[src/sv/mkd_pkg.sv]
// ----------------------------------------------------------------------------
// mkd_pkg
// Shared types and constants of the multi-key debouncer with press latch.
// ----------------------------------------------------------------------------
package mkd_pkg;

  localparam int unsigned KeyCount     = 4;
  localparam int unsigned PinBits      = 4;
  localparam int unsigned FieldW       = 4;
  localparam int unsigned LimitW       = 4;
  localparam int unsigned CfgIdxW      = 2;
  localparam int unsigned CfgDataW     = 4;
  localparam logic [LimitW-1:0] LimitAtReset = LimitW'(10);

  typedef enum logic [1:0] {
    ReqSample     = 2'd0,
    ReqRead       = 2'd1,
    ReqSampleRead = 2'd2
  } req_e;

  typedef enum logic [CfgIdxW-1:0] {
    CfgDebounceLimit = 2'd0,
    CfgSingleShot    = 2'd1
  } cfg_idx_e;

  typedef struct packed {
    logic [1:0]        req_type;
    logic [PinBits-1:0] pin_levels;
  } mkd_in_t;

  typedef struct packed {
    logic [FieldW-1:0] key_value;
    logic [FieldW-1:0] stable_levels;
    logic [FieldW-1:0] pending_events;
  } mkd_out_t;

  // Controls broadcast to every key cell.
  typedef struct packed {
    logic              sample_en;
    logic              read_en;
    logic              single_shot;
    logic [LimitW-1:0] limit;
  } mkd_ctrl_t;

  // What each key cell reports after the beat.
  typedef struct packed {
    logic stable;
    logic pending;
    logic hit;
  } mkd_stat_t;

endpackage

[src/sv/mkd_key_cell.sv]
// ----------------------------------------------------------------------------
// mkd_key_cell
// One key: stable level, debounce counter and press flag. Read priority
// ripples through the row as a taken flag from the lower key.
// ----------------------------------------------------------------------------
module mkd_key_cell (
  input  logic              clk_i,
  input  logic              rst_ni,
  input  mkd_pkg::mkd_ctrl_t ctrl_i,
  input  logic              raw_i,
  input  logic              taken_i,
  output logic              taken_o,
  output mkd_pkg::mkd_stat_t stat_o
);
  import mkd_pkg::*;

  logic              stable_q, stable_d;
  logic              pending_q, pending_d;
  logic [LimitW-1:0] count_q, count_d;
  logic              smp_stable, smp_pending;
  logic              eligible, hit;

  always_comb begin
    smp_stable  = stable_q;
    smp_pending = pending_q;
    count_d     = count_q;
    if (ctrl_i.sample_en) begin
      if (raw_i != stable_q) begin
        if (count_q < ctrl_i.limit) begin
          count_d = count_q + LimitW'(1);
        end else begin
          // confirm the new level, latch a press on a fall
          smp_stable = raw_i;
          if (!raw_i) begin
            smp_pending = 1'b1;
          end
        end
      end else begin
        count_d = '0;
      end
    end
    eligible  = smp_pending && !(ctrl_i.single_shot && !smp_stable);
    hit       = ctrl_i.read_en && eligible && !taken_i;
    pending_d = smp_pending && !hit;
    stable_d  = smp_stable;
  end

  assign taken_o        = taken_i || hit;
  assign stat_o.stable  = stable_d;
  assign stat_o.pending = pending_d;
  assign stat_o.hit     = hit;

  always_ff @(posedge clk_i or negedge rst_ni) begin
    if (!rst_ni) begin
      stable_q  <= 1'b1;
      pending_q <= 1'b0;
      count_q   <= '0;
    end else begin
      stable_q  <= stable_d;
      pending_q <= pending_d;
      count_q   <= count_d;
    end
  end

endmodule

[src/sv/multi_key_debounce_event_latch.sv]
// ----------------------------------------------------------------------------
// multi_key_debounce_event_latch
// Debounces a row of active-low keys and latches press events for readout.
// Output register: the result beat follows in the cycle after the input beat.
// Throughput: 1 item per cycle unless an untaken result stalls the input; the
//   key row updates all keys and ripples read priority in the same cycle.
// Reset: levels released, counters and events cleared, limit 10, single-shot
//   off; no clearing pass, items are taken right after reset.
// ----------------------------------------------------------------------------
module multi_key_debounce_event_latch (
  input  logic                          clk_i,
  input  logic                          rst_ni,
  input  logic                          in_valid_i,
  output logic                          in_ready_o,
  input  mkd_pkg::mkd_in_t              in_data_i,
  output logic                          out_valid_o,
  input  logic                          out_ready_i,
  output mkd_pkg::mkd_out_t             out_data_o,
  input  logic                          cfg_valid_i,
  output logic                          cfg_ready_o,
  input  logic [mkd_pkg::CfgIdxW-1:0]   cfg_index_i,
  input  logic [mkd_pkg::CfgDataW-1:0]  cfg_data_i
);
  import mkd_pkg::*;

  logic [LimitW-1:0] limit_q, limit_d;
  logic              single_shot_q, single_shot_d;
  logic              out_valid_q, out_valid_d;
  mkd_out_t          out_data_q, out_data_d;

  logic              in_fire;
  mkd_ctrl_t         ctrl;
  logic [KeyCount-1:0] raw;
  logic [KeyCount:0]   taken;
  mkd_stat_t [KeyCount-1:0] stat;
  logic [KeyCount-1:0] hit_vec, stable_vec, pending_vec;

  // Config writes
  assign cfg_ready_o = 1'b1;

  always_comb begin
    limit_d       = limit_q;
    single_shot_d = single_shot_q;
    if (cfg_valid_i) begin
      unique case (cfg_index_i)
        CfgDebounceLimit: limit_d       = cfg_data_i[LimitW-1:0];
        CfgSingleShot:    single_shot_d = cfg_data_i[0];
        default: ;
      endcase
    end
  end

  // Input beat and request decode
  assign in_ready_o = !out_valid_q || out_ready_i;
  assign in_fire    = in_valid_i && in_ready_o;

  always_comb begin
    ctrl.sample_en   = 1'b0;
    ctrl.read_en     = 1'b0;
    ctrl.single_shot = single_shot_q;
    ctrl.limit       = limit_q;
    if (in_fire) begin
      unique case (in_data_i.req_type)
        ReqSample:     ctrl.sample_en = 1'b1;
        ReqRead:       ctrl.read_en   = 1'b1;
        ReqSampleRead: begin
          ctrl.sample_en = 1'b1;
          ctrl.read_en   = 1'b1;
        end
        default: ;
      endcase
    end
  end

  // Key row
  assign taken[0] = 1'b0;

  for (genvar k = 0; k < KeyCount; k++) begin : g_key
    if (k < PinBits) begin : g_pin
      assign raw[k] = in_data_i.pin_levels[k];
    end else begin : g_nopin
      assign raw[k] = 1'b1;
    end

    mkd_key_cell u_cell (
      .clk_i   (clk_i),
      .rst_ni  (rst_ni),
      .ctrl_i  (ctrl),
      .raw_i   (raw[k]),
      .taken_i (taken[k]),
      .taken_o (taken[k+1]),
      .stat_o  (stat[k])
    );

    assign hit_vec[k]     = stat[k].hit;
    assign stable_vec[k]  = stat[k].stable;
    assign pending_vec[k] = stat[k].pending;
  end

  // Pack result fields, drop keys beyond the field width
  for (genvar b = 0; b < FieldW; b++) begin : g_pack
    if (b < KeyCount) begin : g_key_bit
      assign out_data_d.key_value[b]      = hit_vec[b];
      assign out_data_d.stable_levels[b]  = stable_vec[b];
      assign out_data_d.pending_events[b] = pending_vec[b];
    end else begin : g_pad
      assign out_data_d.key_value[b]      = 1'b0;
      assign out_data_d.stable_levels[b]  = 1'b0;
      assign out_data_d.pending_events[b] = 1'b0;
    end
  end

  always_comb begin
    out_valid_d = out_valid_q;
    if (in_fire) begin
      out_valid_d = 1'b1;
    end else if (out_ready_i) begin
      out_valid_d = 1'b0;
    end
  end

  assign out_valid_o = out_valid_q;
  assign out_data_o  = out_data_q;

  always_ff @(posedge clk_i or negedge rst_ni) begin
    if (!rst_ni) begin
      limit_q       <= LimitAtReset;
      single_shot_q <= 1'b0;
      out_valid_q   <= 1'b0;
    end else begin
      limit_q       <= limit_d;
      single_shot_q <= single_shot_d;
      out_valid_q   <= out_valid_d;
    end
  end

  // hold the result until taken
  always_ff @(posedge clk_i) begin
    if (in_fire) begin
      out_data_q <= out_data_d;
    end
  end

  // Assertions
  a_one_report: assert property (@(posedge clk_i) disable iff (!rst_ni)
    $onehot0(hit_vec))
    else $error("more than one key reported in one beat");

  a_result_follows: assert property (@(posedge clk_i) disable iff (!rst_ni)
    in_fire |=> out_valid_q)
    else $error("accepted beat produced no result");

  a_reported_cleared: assert property (@(posedge clk_i) disable iff (!rst_ni)
    out_valid_q |-> ((out_data_q.key_value & out_data_q.pending_events) == '0))
    else $error("reported key still pending");

  // without a sample the row shows the levels it latched at the last edge
  a_levels_hold: assert property (@(posedge clk_i) disable iff (!rst_ni)
    !ctrl.sample_en |-> $stable(stable_vec))
    else $error("stable level moved without a sample");

endmodule
[config.mk]
export PLATFORM = sky130hd
export DESIGN_NAME = multi_key_debounce_event_latch
export DESIGN_NICKNAME = d
export VERILOG_FILES = /design/src/sv/mkd_pkg.sv /design/src/sv/mkd_key_cell.sv /design/src/sv/multi_key_debounce_event_latch.sv
export SDC_FILE = /design/constraint.sdc
export NUM_CORES = 1
export LEC_CHECK = 0
export BUFFER_PORTS_ARGS = -buffer_cell sky130_fd_sc_hd__buf_2
export CAP_MARGIN = 20
export CORE_MARGIN = 3
export CORE_UTILIZATION = 55
export CTS_CLUSTER_DIAMETER = 120
export DETAILED_ROUTE_END_ITERATION = 7
export PLACE_DENSITY = 0.77
export SLEW_MARGIN = 10
export SYNTH_ARGS = -nofsm -noshare
export SYNTH_HDL_FRONTEND = slang
export SYNTH_SLANG_ARGS = --single-unit
[constraint.sdc]
create_clock -name clk_i -period 2.8 [get_ports clk_i]
set_input_delay 0.28 -clock clk_i [delete_from_list [all_inputs] [get_ports clk_i]]
set_output_delay 0.28 -clock clk_i [all_outputs]
set_load 0.01 [all_outputs]
==> metrics.txt, run 1 <==
run status complete, no violations; first-pass GRT wire length 7920 um; Total Routing Usage GR 0.194; Tot Pwr 2.24 mW; ANT nets after route 0; dpl ws 0.296 ns; top cells by count, synth nand2_1, dfrtp_1, o21ai_0, ha_1, nor2_1; initial antenna violation count 0; First DRT Iteration DRCs 88; Routed WL 4600 um; area of the multi-input gates 0.00126 mm2; Crit path required time 2.91 ns; post-layout min period 2.50 ns; ANT cells 0; Skew-Pair Late Insertion Delay 0.29 ns; P_int 1.40 mW; RSZ-0062 raised after global routing no; Avg Inst Size Synth 10.5 um2; CORE AREA 0.00414 mm2; Post-Synth XOR/XNOR Area 0.0252; Leakage 1.16 nW; Critical R2R Capture out_data_o[1]; DR DRC count 0; Cells after Synth 233; full die area 0.00527 mm2; hpwl dp 3390 um; worst r2r src limit_q[3]; WHS 0.0288 ns; cell taking the most area after synthesis dfrtp_1; Synth async-reset ratio 0.714; Final nets 302; placed cell area 0.00264 mm2; design area 0.00272 mm2; Least-Margin Pin Slew 0.693 ns; Hold Path Class primary input to async pin; initial core utilization 0.588; Post-Synth Simple-Gate Area 0.167; Reg power frac 0.458; slew margin rel. 0.537; synth unique cells 54; CTS Sinks 42; Worst VDD drop 0.441 mV; setup violators final 0; H-Tree Level Count 2; Clk pin slew, worst setup/hold paths 0.07 ns; Worst setup SP type flip-flop; Final period util 0.894; crit path DAT 2.61 ns; Bufs on Longest Clock Path 2; TritonCTS Buffers 5; cts hold-fix bufs 0; top cell type's share of synthesized area 0.246; largest family of logic cells by synthesized area compound AO/OA/AOI/OAI gates; CTS tree done; Die Width 72.6 um; vias in the first global route 1761; max cap viols 0; crit end category flip-flop; part of the power in combinational logic 0.378; skew final 0.00623 ns; CP Max Fanout 5; Synth Area in Adders 0.0924; Achievable Freq 0.400 GHz; GRT overflow 0; complex-gate fraction of the synthesized area 0.203; post-synthesis mux area share 0.0277; Worst Slack Setup Final 0.297 ns; r2r setup slk 0.30 ns; GR Layer Usage met1 0.249; Vias/cell 5.82; PD cells 824 mW/mm2; max-slew violations 0; yosys warns 0; Sw Share 0.375; port bufs 30; GP Congestion 0.786; layout overhead on the synthesized area 11.8%; top cells by area, synth dfrtp_1, edfxtp_1, ha_1; setup tns final 0 ns; FP Rows 23; Top Usage Layer GRT met2; synthesized cell area 0.00244 mm2; R2R depth 9; GRT met3 Usage 0.0413; P_sw 843 uW; routed vias 1850; Die H 72.6 um; Final Hold Viols 0; most frequent cell after synthesis nand2_1; CTS Root Buffer Type clkbuf_8; Pre-antenna DRT Iters 4; clock network fraction of total power 0.164; Storage cell area 0.00112 mm2; register area share after synthesis 0.459; Primary FF master, synth dfrtp_1; routed len/inst 14.5 um; # resized after CTS 0; synthesized flop and latch total 42; Post-Syn Nets 268; share of cells above drive strength 1 0.235; Setup Buffers After CTS 0; EDFF count, synth 12; I/O pins 32; largest net degree at the start of global routing 31; met2 Usage GRT 0.322; crit path kind flip-flop to flip-flop; Fillers 351
[per-stage QoR]
stage,util,std cells
3_5_place_dp,0.638,310
6_report,0.657,318
5_1_grt,0.657,318
2_1_floorplan,-,233
3_3_place_gp,0.638,310
4_1_cts,0.657,318
[logic make-up after synthesis]
kind of cell	after synthesis
simple gates	77
compound gates	68
flops	42
fa+ha+maj	18
buf+inv	14
xor+xnor	7
mux	6
other cells	1
[cell type report]
class / count / share of cell area
timing repair buffer: 33 / 0.0634
tap: 50 / 0.0230
inverter: 8 / 0.0110
clock buffer: 7 / 0.0280
multi-input combinational: 177 / 0.463
clock inverter: 1 / 0.00138
sequential: 42 / 0.411
[power by group through the flow]
stage / clock network, mW / registers [mW] / logic, mW
final: 0.367 / 1.03 / 0.849
after global routing: 0.400 / 1.06 / 0.974
after CTS: 0.382 / 1.03 / 0.854
after detailed placement: 0 / 1.04 / 0.851
after global placement: 0 / 1.03 / 0.820
after floorplan: 0 / 0.998 / 0.657
[state kept, by name (all words and copies together), names as in the netlist]
register / cells
g_key.u_cell.count_q: 16
g_key.u_cell.pending_q: 4
g_key.u_cell.stable_q: 4
limit_q: 4
out_data_o: 12
out_valid_o: 1
single_shot_q: 1
[placed cells by master (no fill, tap or decap), types with 2 or more instances in the layout]
master     n
nand4_1    2
nand4b_1   4
nor3b_1    2
clkbuf_1   2
nor2_1    16
nor3_1     7
xnor2_1    5
o21a_1     4
buf_4      3
nand2_1   28
buf_2     30
a311oi_1   3
and4_1     3
dfrtp_1   24
a21oi_1   15
nand3_1    2
and2_1     2
xor2_1     2
ha_1      18
clkbuf_8   5
clkinv_1   2
edfxtp_1  12
o21ai_0   23
mux2_2     6
a32o_1     3
inv_1      7
a22o_1     4
dfstp_2    6
or2_2      2
[per-layer routing]
metal | vias to the layer above | part of all wire
li1 | 931 | -
met1 | 878 | 0.46
met2 | 36 | 0.48
met3 | 5 | 0.044
met4 | 0 | 0.014
met5 | - | 0
[worst max-delay path by stage]
| stage | start | endpoint | slack [ns] | cells after the start |
|---|---|---|---|---|
| 2_1_floorplan | limit_q[3] | out_data_o[1] | 0.37 | 9 |
| 3_3_place_gp | limit_q[1] | out_data_o[3] | 0.34 | 8 |
| 3_5_place_dp | limit_q[3] | out_data_o[1] | 0.30 | 9 |
| 4_1_cts | limit_q[3] | out_data_o[1] | 0.28 | 9 |
| 5_1_grt | limit_q[3] | out_data_o[1] | 0.11 | 9 |
| 6_report | limit_q[3] | out_data_o[1] | 0.30 | 9 |
[critical path, stage by stage (launching register included)]
cell      delay, ns
dfstp_2        0.52
inv_1          0.09
ha_1           0.29
o21a_1         0.11
nor2_1         0.03
a21oi_1        0.27
mux2_2         0.42
a311oi_1       0.27
a21oi_1        0.10
o21ai_0        0.23
Note: power is estimated with default switching activity, not from simulation.
==> run 2, diff against run 1 <==
- CORE_UTILIZATION: 55 -> 52
- CTS_CLUSTER_SIZE: unset -> 30
- PLACE_DENSITY: 0.77 -> 0.76
- clock period: 2.8 -> 2.3 ns (I/O delays scaled with it)
==> metrics.txt, run 2 (synthesis results as in run 1) <==
run status complete, but fails checks; failing checks setup timing; Worst VDD drop 0.782 mV (+77%); routed vias 1993 (+7.7%); TritonCTS Buffers 5 (unchanged); CP Max Fanout 5 (unchanged); Worst setup SP type flip-flop; crit path DAT 2.45 ns (-0.16 ns); Skew-Pair Late Insertion Delay 0.30 ns (about the same); port bufs 30 (unchanged); Vias/cell 5.78 (-0.70%); WHS 0.139 ns (+0.110 ns); crit end category flip-flop; I/O pins 32 (unchanged); design area 0.00307 mm2 (+13%); Final nets 327 (+8.3%); Least-Margin Pin Slew 0.740 ns (+0.0467 ns); commonest non-fill, non-tap cell in the layout buf_2; max-slew violations 0 (unchanged); slew margin rel. 0.506 (-0.0312); share of cells above drive strength 1 0.369 (+0.134); Bufs on Longest Clock Path 2 (unchanged); Largest Register g_key.u_cell.count_q; CTS tree done; dpl ws -0.123 ns (-0.419 ns); CTS Sinks 42 (unchanged); GP Congestion 0.873 (+11%); Pre-antenna DRT Iters 5 (+1); RSZ-0062 raised after global routing yes; Die Width 74.5 um (+2.6%); CORE AREA 0.00444 mm2 (+7.2%); met3 WL post-DR 198 um (-2.5%); skew final 0.00657 ns (+0.000337 ns); FP Rows 24 (+4.3%); initial antenna violation count 0 (unchanged); M1 wire length 2300 um (+8.8%); crit path kind flip-flop to flip-flop; H-Tree Level Count 2 (unchanged); max cap viols 0 (unchanged); Hold Path Class primary input to flip-flop; Total Routing Usage GR 0.205 (+0.0107); Final Hold Viols 0 (unchanged); vias in the first global route 1872 (+6.3%); initial core utilization 0.548 (-0.0397); Crit path required time 2.35 ns (-0.56 ns); GRT overflow 0 (unchanged); ANT cells 0 (unchanged); DR top layer met4; met2 WL 2820 um (+27%); Clk pin slew, worst setup/hold paths 0.08 ns (about the same); DR DRC count 0 (unchanged); Die H 74.5 um (+2.6%); largest net degree at the start of global routing 31 (unchanged); setup violators final 5 (+5); Leakage 1.32 nW (+14%); layout overhead on the synthesized area 25.8%; Tot Pwr 3.29 mW (+47%); Routed WL 5370 um (+17%); CTS Root Buffer Type clkbuf_8; Achievable Freq 0.417 GHz (+4.3%); placed cell area 0.00276 mm2 (+4.2%); full die area 0.00555 mm2 (+5.3%); routed len/inst 15.6 um (+7.6%); most frequent cells in the layout buf_2, nand2_1, buf_4; hpwl dp 3720 um (+9.8%); Worst Slack Setup Final -0.100 ns (-0.397 ns); r2r setup slk -0.10 ns (-0.40 ns); ANT nets after route 0 (unchanged); max reg flops 16 (unchanged); First DRT Iteration DRCs 78 (-11%); Final period util 1.04 (+0.150); first-pass GRT wire length 8660 um (+9.3%); post-layout min period 2.40 ns (-0.103 ns); PD cells 1070 mW/mm2 (+30%)
## run 2: changes by cell type in the layout (fill, tap and decap cells not counted), sizes merged
cell	previous run	this run
clkbuf	7	6
bufinv	0	2
dlygate4sd3	0	1
buf	33	57
clkinv	2	1
## run 2: report_power, final
group	internal [mW]	switching, mW
Sequential	1.03	0.238
Clock	0.463	0.258
Combinational	0.636	0.667
## run 2: routing by layer
| layer | GRT usage | vias to the layer above |
|---|---|---|
| met5 | 0 | - |
| met1 | 0.261 | 964 |
| met4 | 0.0672 | 0 |
| li1 | - | 984 |
| met2 | 0.347 | 39 |
| met3 | 0.0432 | 6 |
## run 2: per-stage QoR
| stage | util | instances | setup TNS [ns] |
|---|---|---|---|
| after global routing | 0.690 | 345 | -0.964 |
| after CTS | 0.675 | 342 | -0.0946 |
| after global placement | 0.620 | 326 | -0.0589 |
| after detailed placement | 0.620 | 326 | -0.195 |
| final | 0.690 | 345 | -0.238 |
| after floorplan | - | 233 | 0 |
## run 2: area by class of cell
type | count | area (um2)
fillers | 327 | 1380
multi-input cells | 177 | 1340
flip-flops and latches | 42 | 1120
repair buffers | 58 | 367
clock buffers | 6 | 82.6
well taps | 52 | 65.1
clock inverters | 2 | 60.1
inverters | 8 | 32.5
## run 2: path summary, 6_finish.rpt
kind	start	end	cells past startpoint
min in group asynchronous	rst_ni	g_key[3].u_cell.pending_q	2
max in group asynchronous	rst_ni	g_key[2].u_cell.count_q[1]	2
setup reg to reg	limit_q[3]	out_data_o[3]	9
hold reg to reg	limit_q[3]	limit_q[3]	2
setup / recovery	limit_q[3]	out_data_o[3]	9
hold / removal	cfg_data_i[2]	limit_q[2]	3
## run 2: critical path, cell delays in order, from the launching register on
cell	delay, ns
dfstp_2	0.55
inv_4	0.05
ha_4	0.25
o21a_1	0.16
nor2_4	0.05
o311a_1	0.30
a311oi_2	0.31
nand3_2	0.19
nor3b_2	0.22
nor2_1	0.08
## run 2: what timing repair did
| action | in CTS | in global routing |
|---|---|---|
| endpoints found under the hold margin | 7 | 0 |
| resized for setup | 10 | 17 |
| buffers inserted | 7 | 6 |
| pin swaps | 8 | 13 |
| hold buffers | 1 | 0 |
| endpoints found under the setup margin | 3 | 13 |
==> run 3, diff against run 2 <==
- CORE_UTILIZATION: 52 -> 55
- PLACE_DENSITY: 0.76 -> 0.77
- clock period: 2.3 -> 2.45 ns (I/O delays scaled with it)
==> metrics.txt, run 3 (synthesis results as in run 1) <==
routed vias 1948 (-2.3%); Skew-Pair Late Insertion Delay 0.29 ns (about the same); DR DRC count 0 (unchanged); I/O pins 32 (unchanged); Die Width 72.6 um (-2.5%); P_sw 1.05 mW (-10%); post-layout min period 2.45 ns (+0.0539 ns); crit end category flip-flop; Largest Register g_key.u_cell.count_q; Achievable Freq 0.407 GHz (-2.2%); layout overhead on the synthesized area 19.1%; CTS tree done; worst r2r src limit_q[3]; CP top delay family compound AO/OA/AOI/OAI gates; FP Rows 23 (-4.2%); largest net degree at the start of global routing 31 (unchanged); Pre-antenna DRT Iters 4 (-1); r2r setup slk -0.004 ns (+0.10 ns); Bufs on Longest Clock Path 2 (unchanged); part of the power in combinational logic 0.391 (-0.005); R2R depth 9 (unchanged); Routed WL 5090 um (-5.3%); max-slew violations 0 (unchanged); worst path cell trace inv_2 -> ha_4 -> o21a_1 -> nor2_2 -> o311a_1 -> a311oi_2 -> nand3_2 -> nor3b_2 -> nor2_1; PD cells 973 mW/mm2 (-9.3%); Vias/cell 5.94 (+2.8%); H-Tree Level Count 2 (unchanged); first-pass GRT wire length 8500 um (-1.8%); clock network fraction of total power 0.186 (-0.033); Total Routing Usage GR 0.205 (-0.000459); crit path DAT 2.50 ns (+0.05 ns); commonest non-fill, non-tap cell in the layout buf_2; CP max-delay cell dfstp_2; Final period util 1.00 (-0.0419); Least-Margin Pin Slew 0.708 ns (-0.0317 ns); most frequent cells in the layout buf_2, nand2_1, dfrtp_1; Die H 72.6 um (-2.5%); setup violators final 1 (-4); worst path bufs/invs 1 (unchanged); CP Max Fanout 5 (unchanged); CTS Root Buffer Type clkbuf_8; routed len/inst 15.5 um (-0.38%); Reg power frac 0.423 (+0.038); Critical Path End out_data_o[3]; ANT nets after route 0 (unchanged); port bufs 30 (unchanged); failing checks hold timing, setup timing; Worst path depth 9 (unchanged); max cap viols 0 (unchanged); CORE AREA 0.00414 mm2 (-6.8%); Worst Slack Setup Final -0.00417 ns (+0.0961 ns); GP Congestion 0.820 (-6.0%); max reg flops 16 (unchanged); vias in the first global route 1878 (+0.32%); slew margin rel. 0.527 (+0.0212); Clk pin slew, worst setup/hold paths 0.08 ns (about the same); First DRT Iteration DRCs 134 (+72%); Worst VDD drop 0.569 mV (-27%); Tot Pwr 2.82 mW (-14%); P_int 1.78 mW (-16%); Crit path required time 2.50 ns (+0.15 ns); placed cells 316 (-3.1%); run status complete, but fails checks; crit path kind flip-flop to flip-flop; ANT cells 0 (unchanged); WHS -0.000784 ns (-0.140 ns); skew final 0.00832 ns (+0.00175 ns); Final Hold Viols 3 (+3); GRT overflow 0 (unchanged); TritonCTS Buffers 5 (unchanged); fin cells 328 (-4.9%); Sw Share 0.371 (+0.0171); RSZ-0062 raised after global routing yes; Worst setup SP type flip-flop; initial antenna violation count 0 (unchanged); Hold Path Class primary input to async pin; Critical R2R Capture out_data_o[3]; Worst Setup SP limit_q[3]; Fillers 325 (-0.61%); CTS Sinks 42 (unchanged); share of cells above drive strength 1 0.313 (-0.0557); cts hold-fix bufs 0 (-1); full die area 0.00527 mm2 (-5.0%); hpwl dp 3530 um (-5.1%); initial core utilization 0.588 (+0.0397); Final nets 312 (-4.6%); crit-path max cell delay 0.53 ns (-0.02 ns); Leakage 1.23 nW (-7.0%)
run 3: worst register-to-register path: cells and delay by family (launching register included):
kind | cells | cell delay, ns
compound gates | 3 | 0.78
simple gates | 4 | 0.56
flops | 1 | 0.53
fa+ha+maj | 1 | 0.27
buf+inv | 1 | 0.07
run 3: final cells by class:
cell class,instances,area [um2],area share
timing repair buffer,43,248,0.0853
clock inverter,2,33.8,0.0116
inverter,8,32.5,0.0112
clock buffer,6,72.6,0.0250
sequential,42,1120,0.385
multi-input combinational,177,1340,0.460
tap,50,62.6,0.0216
run 3: how the worst min path moves through the flow:
| stage | startpoint | to | slack, ns |
|---|---|---|---|
| floorplan | rst_ni | g_key[0].u_cell.count_q[0] | -0.05 |
| global placement | rst_ni | g_key[1].u_cell.count_q[0] | 0.33 |
| detailed placement | rst_ni | g_key[1].u_cell.count_q[0] | 0.33 |
| CTS | rst_ni | g_key[3].u_cell.count_q[1] | 0.02 |
| global route | rst_ni | out_valid_o | 0.03 |
| finish | rst_ni | g_key[3].u_cell.count_q[1] | -0.0008 |
run 3: timing repair:
item	4_1_cts	5_1_grt
cloned	0	0
endpoints found under the setup margin	2	4
setup buffers	0	5
pin swaps	4	13
gates resized for setup	2	16
run 3: routing by layer:
metal | vias up | GRT usage | wire (um)
met3 | 10 | 0.0496 | 225
li1 | 951 | - | -
met5 | - | 0 | 0
met2 | 52 | 0.346 | 2530
met4 | 0 | 0.0492 | 101
met1 | 935 | 0.265 | 2230
run 3: power by group through the flow:
stage | sequential (mW) | combinational, mW | clock (mW)
after floorplan | 1.14 | 0.751 | 0
after global placement | 1.18 | 0.972 | 0
after detailed placement | 1.19 | 0.993 | 0
after CTS | 1.18 | 1.02 | 0.538
after global routing | 1.23 | 1.25 | 0.569
final | 1.19 | 1.10 | 0.526
run 3: metrics by stage:
| stage | hold slack [ns] | setup TNS, ns | util | area (um2) | setup WS, ns |
|---|---|---|---|---|---|
| after floorplan | -0.0506 | 0 | - | 2440 | 0.0222 |
| after global placement | 0.328 | 0 | 0.649 | 2690 | 0.0512 |
| after detailed placement | 0.329 | -0.0557 | 0.649 | 2690 | -0.0343 |
| after CTS | 0.0155 | 0 | 0.678 | 2810 | 0.00811 |
| after global routing | 0.0262 | -0.116 | 0.700 | 2900 | -0.0700 |
| final | -0.000784 | -0.00417 | 0.700 | 2900 | -0.00417 |
